`src/rtl/core/spq_pkg.sv`:
```
package spq_pkg;

	// Queue capacity and derived widths
	localparam int QUEUE_DEPTH = 64;
	localparam int ADDR_W      = (QUEUE_DEPTH > 1) ? $clog2(QUEUE_DEPTH) : 1;
	localparam int CNT_W       = $clog2(QUEUE_DEPTH + 1);
	localparam int KEY_W       = 32;

	// Request type codes
	localparam logic REQ_PUSH = 1'b0;
	localparam logic REQ_POP  = 1'b1;

	// Error codes reported with each result
	localparam logic [1:0] ERR_NONE  = 2'd0;
	localparam logic [1:0] ERR_FULL  = 2'd1;
	localparam logic [1:0] ERR_EMPTY = 2'd2;

	// Request and result payloads
	typedef struct packed {
		logic                     req_type;
		logic signed [KEY_W-1:0]  key;
	} spq_req_t;

	typedef struct packed {
		logic signed [KEY_W-1:0]  top_key;
		logic [6:0]               entry_count;
		logic                     is_empty;
		logic [1:0]               req_error;
	} spq_rsp_t;

	// Datapath operation for one cycle
	typedef enum logic [2:0] {
		OP_NONE,
		OP_LOAD,
		OP_INS_READ,
		OP_INS_KEY,
		OP_INS_SHIFT,
		OP_DEL_READ,
		OP_DEL_SHIFT,
		OP_DEL_DONE
	} spq_op_t;

	// Controller to datapath
	typedef struct packed {
		spq_op_t     op;
		logic        respond;
		logic [1:0]  err;
	} spq_cmd_t;

	// Datapath to controller
	typedef struct packed {
		logic full;
		logic empty;
		logic idx_zero;
		logic key_le;
		logic del_end;
	} spq_stat_t;

endpackage

```
`src/rtl/core/spq_ram.sv`:
```
module spq_ram #(
	parameter int WIDTH = 32,
	parameter int DEPTH = 64
) (
	input  logic                                         clk,
	input  logic                                         we,
	input  logic [((DEPTH > 1) ? $clog2(DEPTH) : 1)-1:0] waddr,
	input  logic [WIDTH-1:0]                             wdata,
	input  logic [((DEPTH > 1) ? $clog2(DEPTH) : 1)-1:0] raddr,
	output logic [WIDTH-1:0]                             rdata
);

	logic [WIDTH-1:0] mem_q [DEPTH];

	// One write port, one registered read port
	always_ff @(posedge clk) begin
		if (we) begin
			mem_q[waddr] <= wdata;
		end
		rdata <= mem_q[raddr];
	end

endmodule

```
`src/rtl/core/spq_dp.sv`:
```
module spq_dp (
	input  logic              clk,
	input  logic              arst_n,
	input  spq_pkg::spq_req_t req,
	input  spq_pkg::spq_cmd_t cmd,
	output spq_pkg::spq_stat_t stat,
	output spq_pkg::spq_rsp_t rsp
);

	logic [spq_pkg::CNT_W-1:0]         count_q, cnt_nx;
	logic [spq_pkg::CNT_W-1:0]         idx_q, idx_nx, idx_m1;
	logic signed [spq_pkg::KEY_W-1:0]  key_q, key_nx;
	logic signed [spq_pkg::KEY_W-1:0]  top_q, top_nx;
	logic signed [spq_pkg::KEY_W-1:0]  rd_data;
	logic signed [spq_pkg::KEY_W-1:0]  wr_data;
	logic [spq_pkg::ADDR_W-1:0]        waddr, raddr;
	logic                              we;
	spq_pkg::spq_rsp_t                 rsp_q;

	assign idx_m1 = idx_q - spq_pkg::CNT_W'(1);

	spq_ram #(
		.WIDTH (spq_pkg::KEY_W),
		.DEPTH (spq_pkg::QUEUE_DEPTH)
	) u_ram (
		.clk   (clk),
		.we    (we),
		.waddr (waddr),
		.wdata (wr_data),
		.raddr (raddr),
		.rdata (rd_data)
	);

	// Next-state and memory access for the current operation
	always_comb begin
		we      = 1'b0;
		waddr   = idx_q[spq_pkg::ADDR_W-1:0];
		raddr   = idx_q[spq_pkg::ADDR_W-1:0];
		wr_data = key_q;
		idx_nx  = idx_q;
		cnt_nx  = count_q;
		top_nx  = top_q;
		key_nx  = key_q;
		case (cmd.op)
			spq_pkg::OP_LOAD: begin
				key_nx = req.key;
				idx_nx = (req.req_type == spq_pkg::REQ_POP) ? spq_pkg::CNT_W'(1) : count_q;
			end
			spq_pkg::OP_INS_READ: begin
				raddr = idx_m1[spq_pkg::ADDR_W-1:0];
			end
			spq_pkg::OP_INS_KEY: begin
				we     = 1'b1;
				cnt_nx = count_q + spq_pkg::CNT_W'(1);
				if (idx_q == '0) begin
					top_nx = key_q;
				end
			end
			spq_pkg::OP_INS_SHIFT: begin
				we      = 1'b1;
				wr_data = rd_data;
				idx_nx  = idx_m1;
			end
			spq_pkg::OP_DEL_READ: begin
				raddr = idx_q[spq_pkg::ADDR_W-1:0];
			end
			spq_pkg::OP_DEL_SHIFT: begin
				we      = 1'b1;
				waddr   = idx_m1[spq_pkg::ADDR_W-1:0];
				wr_data = rd_data;
				idx_nx  = idx_q + spq_pkg::CNT_W'(1);
				if (idx_q == spq_pkg::CNT_W'(1)) begin
					top_nx = rd_data;
				end
			end
			spq_pkg::OP_DEL_DONE: begin
				cnt_nx = count_q - spq_pkg::CNT_W'(1);
			end
			default: begin
			end
		endcase
	end

	// Entry count
	always_ff @(posedge clk or negedge arst_n) begin
		if (!arst_n) begin
			count_q <= '0;
		end else begin
			count_q <= cnt_nx;
		end
	end

	// Working registers and result
	always_ff @(posedge clk) begin
		idx_q <= idx_nx;
		key_q <= key_nx;
		top_q <= top_nx;
		if (cmd.respond) begin
			rsp_q.top_key     <= (cnt_nx == '0) ? '0 : top_nx;
			rsp_q.entry_count <= 7'(cnt_nx);
			rsp_q.is_empty    <= (cnt_nx == '0);
			rsp_q.req_error   <= cmd.err;
		end
	end

	// Status to the controller
	assign stat.full     = (count_q == spq_pkg::CNT_W'(spq_pkg::QUEUE_DEPTH));
	assign stat.empty    = (count_q == '0);
	assign stat.idx_zero = (idx_q == '0);
	assign stat.key_le   = (rd_data >= key_q);
	assign stat.del_end  = (idx_q == count_q);

	assign rsp = rsp_q;

	// Count stays within capacity
	a_count_range: assert property (@(posedge clk) disable iff (!arst_n)
		count_q <= spq_pkg::CNT_W'(spq_pkg::QUEUE_DEPTH))
		else $error("entry count above capacity");

	// Key is written only when there is room
	a_ins_room: assert property (@(posedge clk) disable iff (!arst_n)
		cmd.op == spq_pkg::OP_INS_KEY |-> !stat.full)
		else $error("insert into full queue");

	// Removal only from a non-empty queue
	a_del_nonempty: assert property (@(posedge clk) disable iff (!arst_n)
		cmd.op == spq_pkg::OP_DEL_DONE |-> !stat.empty)
		else $error("removal from empty queue");

	// Insert shifting never walks below entry zero
	a_ins_idx: assert property (@(posedge clk) disable iff (!arst_n)
		(cmd.op == spq_pkg::OP_INS_READ || cmd.op == spq_pkg::OP_INS_SHIFT)
		|-> !stat.idx_zero)
		else $error("insert index underflow");

endmodule

```
`src/rtl/core/spq_ctrl.sv`:
```
module spq_ctrl (
	input  logic               clk,
	input  logic               arst_n,
	input  logic               start,
	input  logic               req_type,
	input  spq_pkg::spq_stat_t stat,
	output spq_pkg::spq_cmd_t  cmd,
	output logic               busy,
	output logic               done
);

	typedef enum logic [2:0] {
		ST_IDLE,
		ST_INS_CHK,
		ST_INS_CMP,
		ST_DEL_CHK,
		ST_DEL_MOV
	} state_t;

	state_t state_q, state_nx;
	logic   busy_q, done_q;

	// Sequencing and per-cycle datapath commands
	always_comb begin
		state_nx    = state_q;
		cmd.op      = spq_pkg::OP_NONE;
		cmd.respond = 1'b0;
		cmd.err     = spq_pkg::ERR_NONE;
		case (state_q)
			ST_IDLE: begin
				if (start) begin
					if (req_type == spq_pkg::REQ_PUSH) begin
						if (stat.full) begin
							cmd.respond = 1'b1;
							cmd.err     = spq_pkg::ERR_FULL;
						end else begin
							cmd.op   = spq_pkg::OP_LOAD;
							state_nx = ST_INS_CHK;
						end
					end else begin
						if (stat.empty) begin
							cmd.respond = 1'b1;
							cmd.err     = spq_pkg::ERR_EMPTY;
						end else begin
							cmd.op   = spq_pkg::OP_LOAD;
							state_nx = ST_DEL_CHK;
						end
					end
				end
			end
			ST_INS_CHK: begin
				if (stat.idx_zero) begin
					cmd.op      = spq_pkg::OP_INS_KEY;
					cmd.respond = 1'b1;
					state_nx    = ST_IDLE;
				end else begin
					cmd.op   = spq_pkg::OP_INS_READ;
					state_nx = ST_INS_CMP;
				end
			end
			ST_INS_CMP: begin
				if (stat.key_le) begin
					cmd.op      = spq_pkg::OP_INS_KEY;
					cmd.respond = 1'b1;
					state_nx    = ST_IDLE;
				end else begin
					cmd.op   = spq_pkg::OP_INS_SHIFT;
					state_nx = ST_INS_CHK;
				end
			end
			ST_DEL_CHK: begin
				if (stat.del_end) begin
					cmd.op      = spq_pkg::OP_DEL_DONE;
					cmd.respond = 1'b1;
					state_nx    = ST_IDLE;
				end else begin
					cmd.op   = spq_pkg::OP_DEL_READ;
					state_nx = ST_DEL_MOV;
				end
			end
			ST_DEL_MOV: begin
				cmd.op   = spq_pkg::OP_DEL_SHIFT;
				state_nx = ST_DEL_CHK;
			end
			default: begin
				state_nx = ST_IDLE;
			end
		endcase
	end

	// State and registered handshake outputs
	always_ff @(posedge clk or negedge arst_n) begin
		if (!arst_n) begin
			state_q <= ST_IDLE;
			busy_q  <= 1'b0;
			done_q  <= 1'b0;
		end else begin
			state_q <= state_nx;
			busy_q  <= (state_nx != ST_IDLE);
			done_q  <= cmd.respond;
		end
	end

	assign busy = busy_q;
	assign done = done_q;

	// A result always ends the request
	a_done_idle: assert property (@(posedge clk) disable iff (!arst_n)
		done_q |-> !busy_q)
		else $error("result strobe while busy");

	// Busy tracks the state register
	a_busy_state: assert property (@(posedge clk) disable iff (!arst_n)
		busy_q == (state_q != ST_IDLE))
		else $error("busy out of step with state");

endmodule

```
`src/rtl/core/sorted_priority_queue_top.sv`:
```
// Sorted max priority queue of spq_pkg::QUEUE_DEPTH signed 32-bit keys held in
// one single-port-read RAM in descending order. A request is taken when start
// is high and busy is low; its result appears on rsp for exactly one cycle with
// done high and cannot be held off, so capture it on that cycle. Busy stays high
// while a push moves entries down or a pop moves entries up. Each moved entry
// costs a read step and a write step, because the RAM read is registered. A
// push into a full queue or a pop on an empty one is answered on the next
// cycle with an error code and busy stays low. No clearing pass is needed
// after reset.
module sorted_priority_queue_top (
	input  logic              clk,
	input  logic              arst_n,
	input  logic              start,
	input  spq_pkg::spq_req_t req,
	output logic              busy,
	output logic              done,
	output spq_pkg::spq_rsp_t rsp
);

	spq_pkg::spq_cmd_t  cmd;
	spq_pkg::spq_stat_t stat;

	spq_ctrl u_ctrl (
		.clk      (clk),
		.arst_n   (arst_n),
		.start    (start),
		.req_type (req.req_type),
		.stat     (stat),
		.cmd      (cmd),
		.busy     (busy),
		.done     (done)
	);

	spq_dp u_dp (
		.clk    (clk),
		.arst_n (arst_n),
		.req    (req),
		.cmd    (cmd),
		.stat   (stat),
		.rsp    (rsp)
	);

endmodule

```
`config.mk`:
```
export PLATFORM = sky130hd
export DESIGN_NAME = sorted_priority_queue_top
export DESIGN_NICKNAME = d
export VERILOG_FILES = /design/src/rtl/core/spq_pkg.sv /design/src/rtl/core/spq_ram.sv /design/src/rtl/core/spq_dp.sv /design/src/rtl/core/spq_ctrl.sv /design/src/rtl/core/sorted_priority_queue_top.sv
export SDC_FILE = /design/constraint.sdc
export NUM_CORES = 2
export LEC_CHECK = 0
export CORE_UTILIZATION = 56
export DETAILED_ROUTE_END_ITERATION = 6
export DONT_BUFFER_PORTS = 1
export HOLD_SLACK_MARGIN = 0.08
export PLACE_DENSITY = 0.73
export SYNTH_ARGS = -nofsm -noshare
export SYNTH_HDL_FRONTEND = slang
export SYNTH_HIERARCHICAL = 1
export SYNTH_SLANG_ARGS = --single-unit
```
`constraint.sdc`:
```
create_clock -name clk -period 6.9 [get_ports clk]
set_input_delay 1.035 -clock clk [delete_from_list [all_inputs] [get_ports clk]]
set_output_delay 1.035 -clock clk [all_outputs]
set_load 0.005 [all_outputs]
```
==> flow_summary.yaml <==
cts:
  post_cts_buffers: 0
  clock-sinks: 2205
  cts_root_buffer: "clkbuf_16"
  clockBufferDepth: 3
  clkLatencyLatePin_ns: 0.83
  h-tree-depth: 4
  cts_buffers: 205
  ctsResizeCount: 0
  cts_tree: "done"
  clk_pin_slew_ns: 0.07
setup_path:
  cpMaxStageDelayCell: "nand2b_1"
  critPathBufInv: 3
  critical-path-top-delay-family: "compound AO/OA/AOI/OAI gates"
  critical_path.startpoint_type: "register"
  crit_top_cell: "buf_4"
  reg2reg_depth: 20
  r2r_end: "u_dp/u_ram/rdata[7]"
  slowest_delay_ns: 0.74
  setup.worst_path.end_class: "register"
  critical_path_arrival_ns: 7.14
  crit_required_ns: 7.56
  path_cells: "ha_1, nand4_1, nor2_1, a2111o_1, o31ai_1, mux2i_1, nand3b_1, a21boi_1, o21ai_1, buf_4, nor3b_1, buf_4, nand2_1, xnor2_1, buf_4, nand2b_1, o221ai_1, a21oi_1, a21oi_1, nor2_1"
  reg2reg_slack_ns: 0.42
  reg2reg_from: "u_dp/u_ram/rdata[11]"
  critical_path_class: "register to register"
  critPathMaxFanout: 16
placement:
  gp_congestion: 0.866
  port-buffer-count: 0
  place_ws_ns: 0.585
  dp_hpwl_um: 120000
  place_inst: 5872
min_path:
  hold_class: "primary input to register"
  worstHoldStart: "req[4]"
  whs_path_depth: 0
  holdPathEnd: "u_dp/key_q[4]"
floorplan:
  design.core.area_mm2: 0.150
  die_h_um: 392
  fp.dieW_um: 392
  dieArea_mm2: 0.153
  initial_utilization_pct: 56.6
  io_pins: 80
  rows: 142
synthesis:
  netlist_area_mm2: 0.0851
  synth_seq_cells: 2205
  syn_avg_cell_area_um2: 21.8
  synth_ff_type: "edfxtp_1"
  ys_seq_area_share_pct: 77.0
  syn-num-nets: 3978
  ys_warn_count: 6
  synthArstFlopShare_pct: 0.544
  synth-edff-count: 2129
  ys_types: 76
  netlist_instances: 3905
timing:
  min_period_ns: 6.48
  worst_pin_slew_ns: 1.38
  final-max-slew-violation-count: 0
  finClkSkew_ns: 0.0327
  fin_setup_tns_ns: 0
  finalCritPeriodShare_pct: 93.9
  timing.fmax_ghz: 0.154
  rsz0062_at_grt: "false"
  worst_slack_ns: 0.421
  setup_violations: 0
  finalHoldViolCount: 0
  slew_headroom_pct: 8.13
detailed_routing:
  drtPass1Iterations: 7
  wirelength_um: 206000
  routed-via-count: 41600
  wl_per_cell_um: 33.0
  antenna_left: 0
  vias_per_cell: 6.66
  dr.first_iter.drc_count: 6165
  drcViolationCount: 4
global_route:
  grt_overflow: 0
  grt_pass1_vias: 41700
  antenna_found_initial: 13
  track_usage_pct: 27.3
  grt_start_max_net_pins: 80
  grt_first_pass_wirelength_um: 296000
layout:
  regArea_mm2: 0.0655
  final_cell_mix: "edfxtp_1 (2129), mux4_2 (544), clkbuf_16 (211)"
  utilization_pct: 63.3
  synthToLayoutAreaGrowth_pct: 11.9
  fin_cells: 6252
  fin_nets: 4137
  nFillCells: 9747
  drive_gt1_share_pct: 26.6
  multi_input_area_mm2: 0.0187
  layout_commonest_cell: "edfxtp_1"
run_status:
  violations: "DRC"
  status: "finished, violations left"
flow_run:
  maxCapViolCount: 0
[metrics by stage]
stage               hold WS (ns)  instance area (um^2)
floorplan                  0.426                 85100
global placement           0.444                 88800
detailed placement         0.450                 88800
CTS                        0.249                 95200
global route               0.269                 95200
finish                     0.295                 95200
[kinds of logic (layout without fill, tap and decap cells)]
group           Yosys count  count (layout)  share of synthesized area [%]
compound gates          325             325                           2.58
xor+xnor                 28              28                          0.288
fa+ha+maj                37              37                          0.544
buf+inv                 298             625                           1.64
flops                  2205            2205                           77.0
mux                     671             671                           15.9
other cells               0               4                              0
simple gates            341             341                           2.01
[how the worst max path moves through the flow]
| stage | start | to | depth (start not counted) |
|---|---|---|---|
| after floorplan | u_dp/key_q[7] | u_dp/u_ram/mem_q[48][0] | 19 |
| after global placement | u_dp/u_ram/rdata[0] | u_dp/u_ram/rdata[22] | 21 |
| after detailed placement | u_dp/u_ram/rdata[11] | u_dp/u_ram/rdata[22] | 20 |
| after CTS | u_dp/u_ram/rdata[0] | u_dp/u_ram/rdata[13] | 21 |
| after global routing | u_dp/u_ram/rdata[0] | u_dp/u_ram/rdata[13] | 21 |
| final | u_dp/u_ram/rdata[11] | u_dp/u_ram/rdata[7] | 20 |
[metal layers]
metal,routed length (um),vias to the layer above,global-route usage (%)
li1,-,16700,-
met1,77700,21900,38.6
met2,98900,2521,42.6
met3,22700,408,5.63
met4,7100,8,9.77
met5,46,-,0
[Yosys cell counts, types with 4 or more instances]
cell / count / area [um^2]
edfxtp_1: 2129 / 63900
mux4_2: 544 / 12300
nor2_1: 152 / 571
mux2i_1: 96 / 961
o22ai_1: 85 / 532
buf_2: 83 / 415
a21oi_1: 81 / 405
clkbuf_1: 79 / 297
inv_1: 75 / 282
dfxtp_1: 64 / 1280
nand2_1: 52 / 195
ha_1: 37 / 463
a31oi_1: 33 / 206
a222oi_1: 32 / 320
mux2_2: 31 / 349
o221ai_1: 28 / 245
buf_4: 27 / 203
buf_1: 24 / 90.1
xnor2_1: 24 / 210
nor2b_1: 19 / 119
o21ai_0: 19 / 95.1
nand2b_1: 15 / 93.8
nand3_1: 15 / 75.1
a22oi_1: 13 / 97.6
nand3b_1: 13 / 97.6
nand4_1: 13 / 81.3
dfrtp_1: 12 / 300
nor3_1: 12 / 60.1
buf_6: 9 / 101
a311oi_1: 8 / 70.1
and3_1: 8 / 50.1
a41o_1: 4 / 40.0
and2_1: 4 / 25.0
nor3b_1: 4 / 30.0
o32ai_1: 4 / 35.0
xor2_1: 4 / 35.0
[layout make-up]
class                           count  share of cell area, %
Sequential cell                  2205                   68.8
Inverter                           75                  0.296
Clock inverter                    106                  0.843
Multi-Input combinational cell   1402                   19.7
Antenna cell                        4                 0.0105
Tap cell                         2016                   2.65
Clock buffer                      269                   5.87
Timing Repair Buffer              175                   1.83
[state kept, by name, indices dropped and copies added, names as in the netlist]
signal	cells
u_ctrl/busy	1
u_ctrl/done	1
u_ctrl/state_q	3
u_dp/count_q	7
u_dp/idx_q	7
u_dp/key_q	32
u_dp/rsp	42
u_dp/top_q	32
u_dp/u_ram/mem_q	2048
u_dp/u_ram/rdata	32
[repair_timing]
action / CTS / global route
endpoints found under the hold margin: 12 / 0
hold buffers: 1 / 0
setup endpoints to repair: 0 / 0
Power is not shown: default switching activity piles up to over one toggle a cycle in this logic, so the estimate is an artifact.
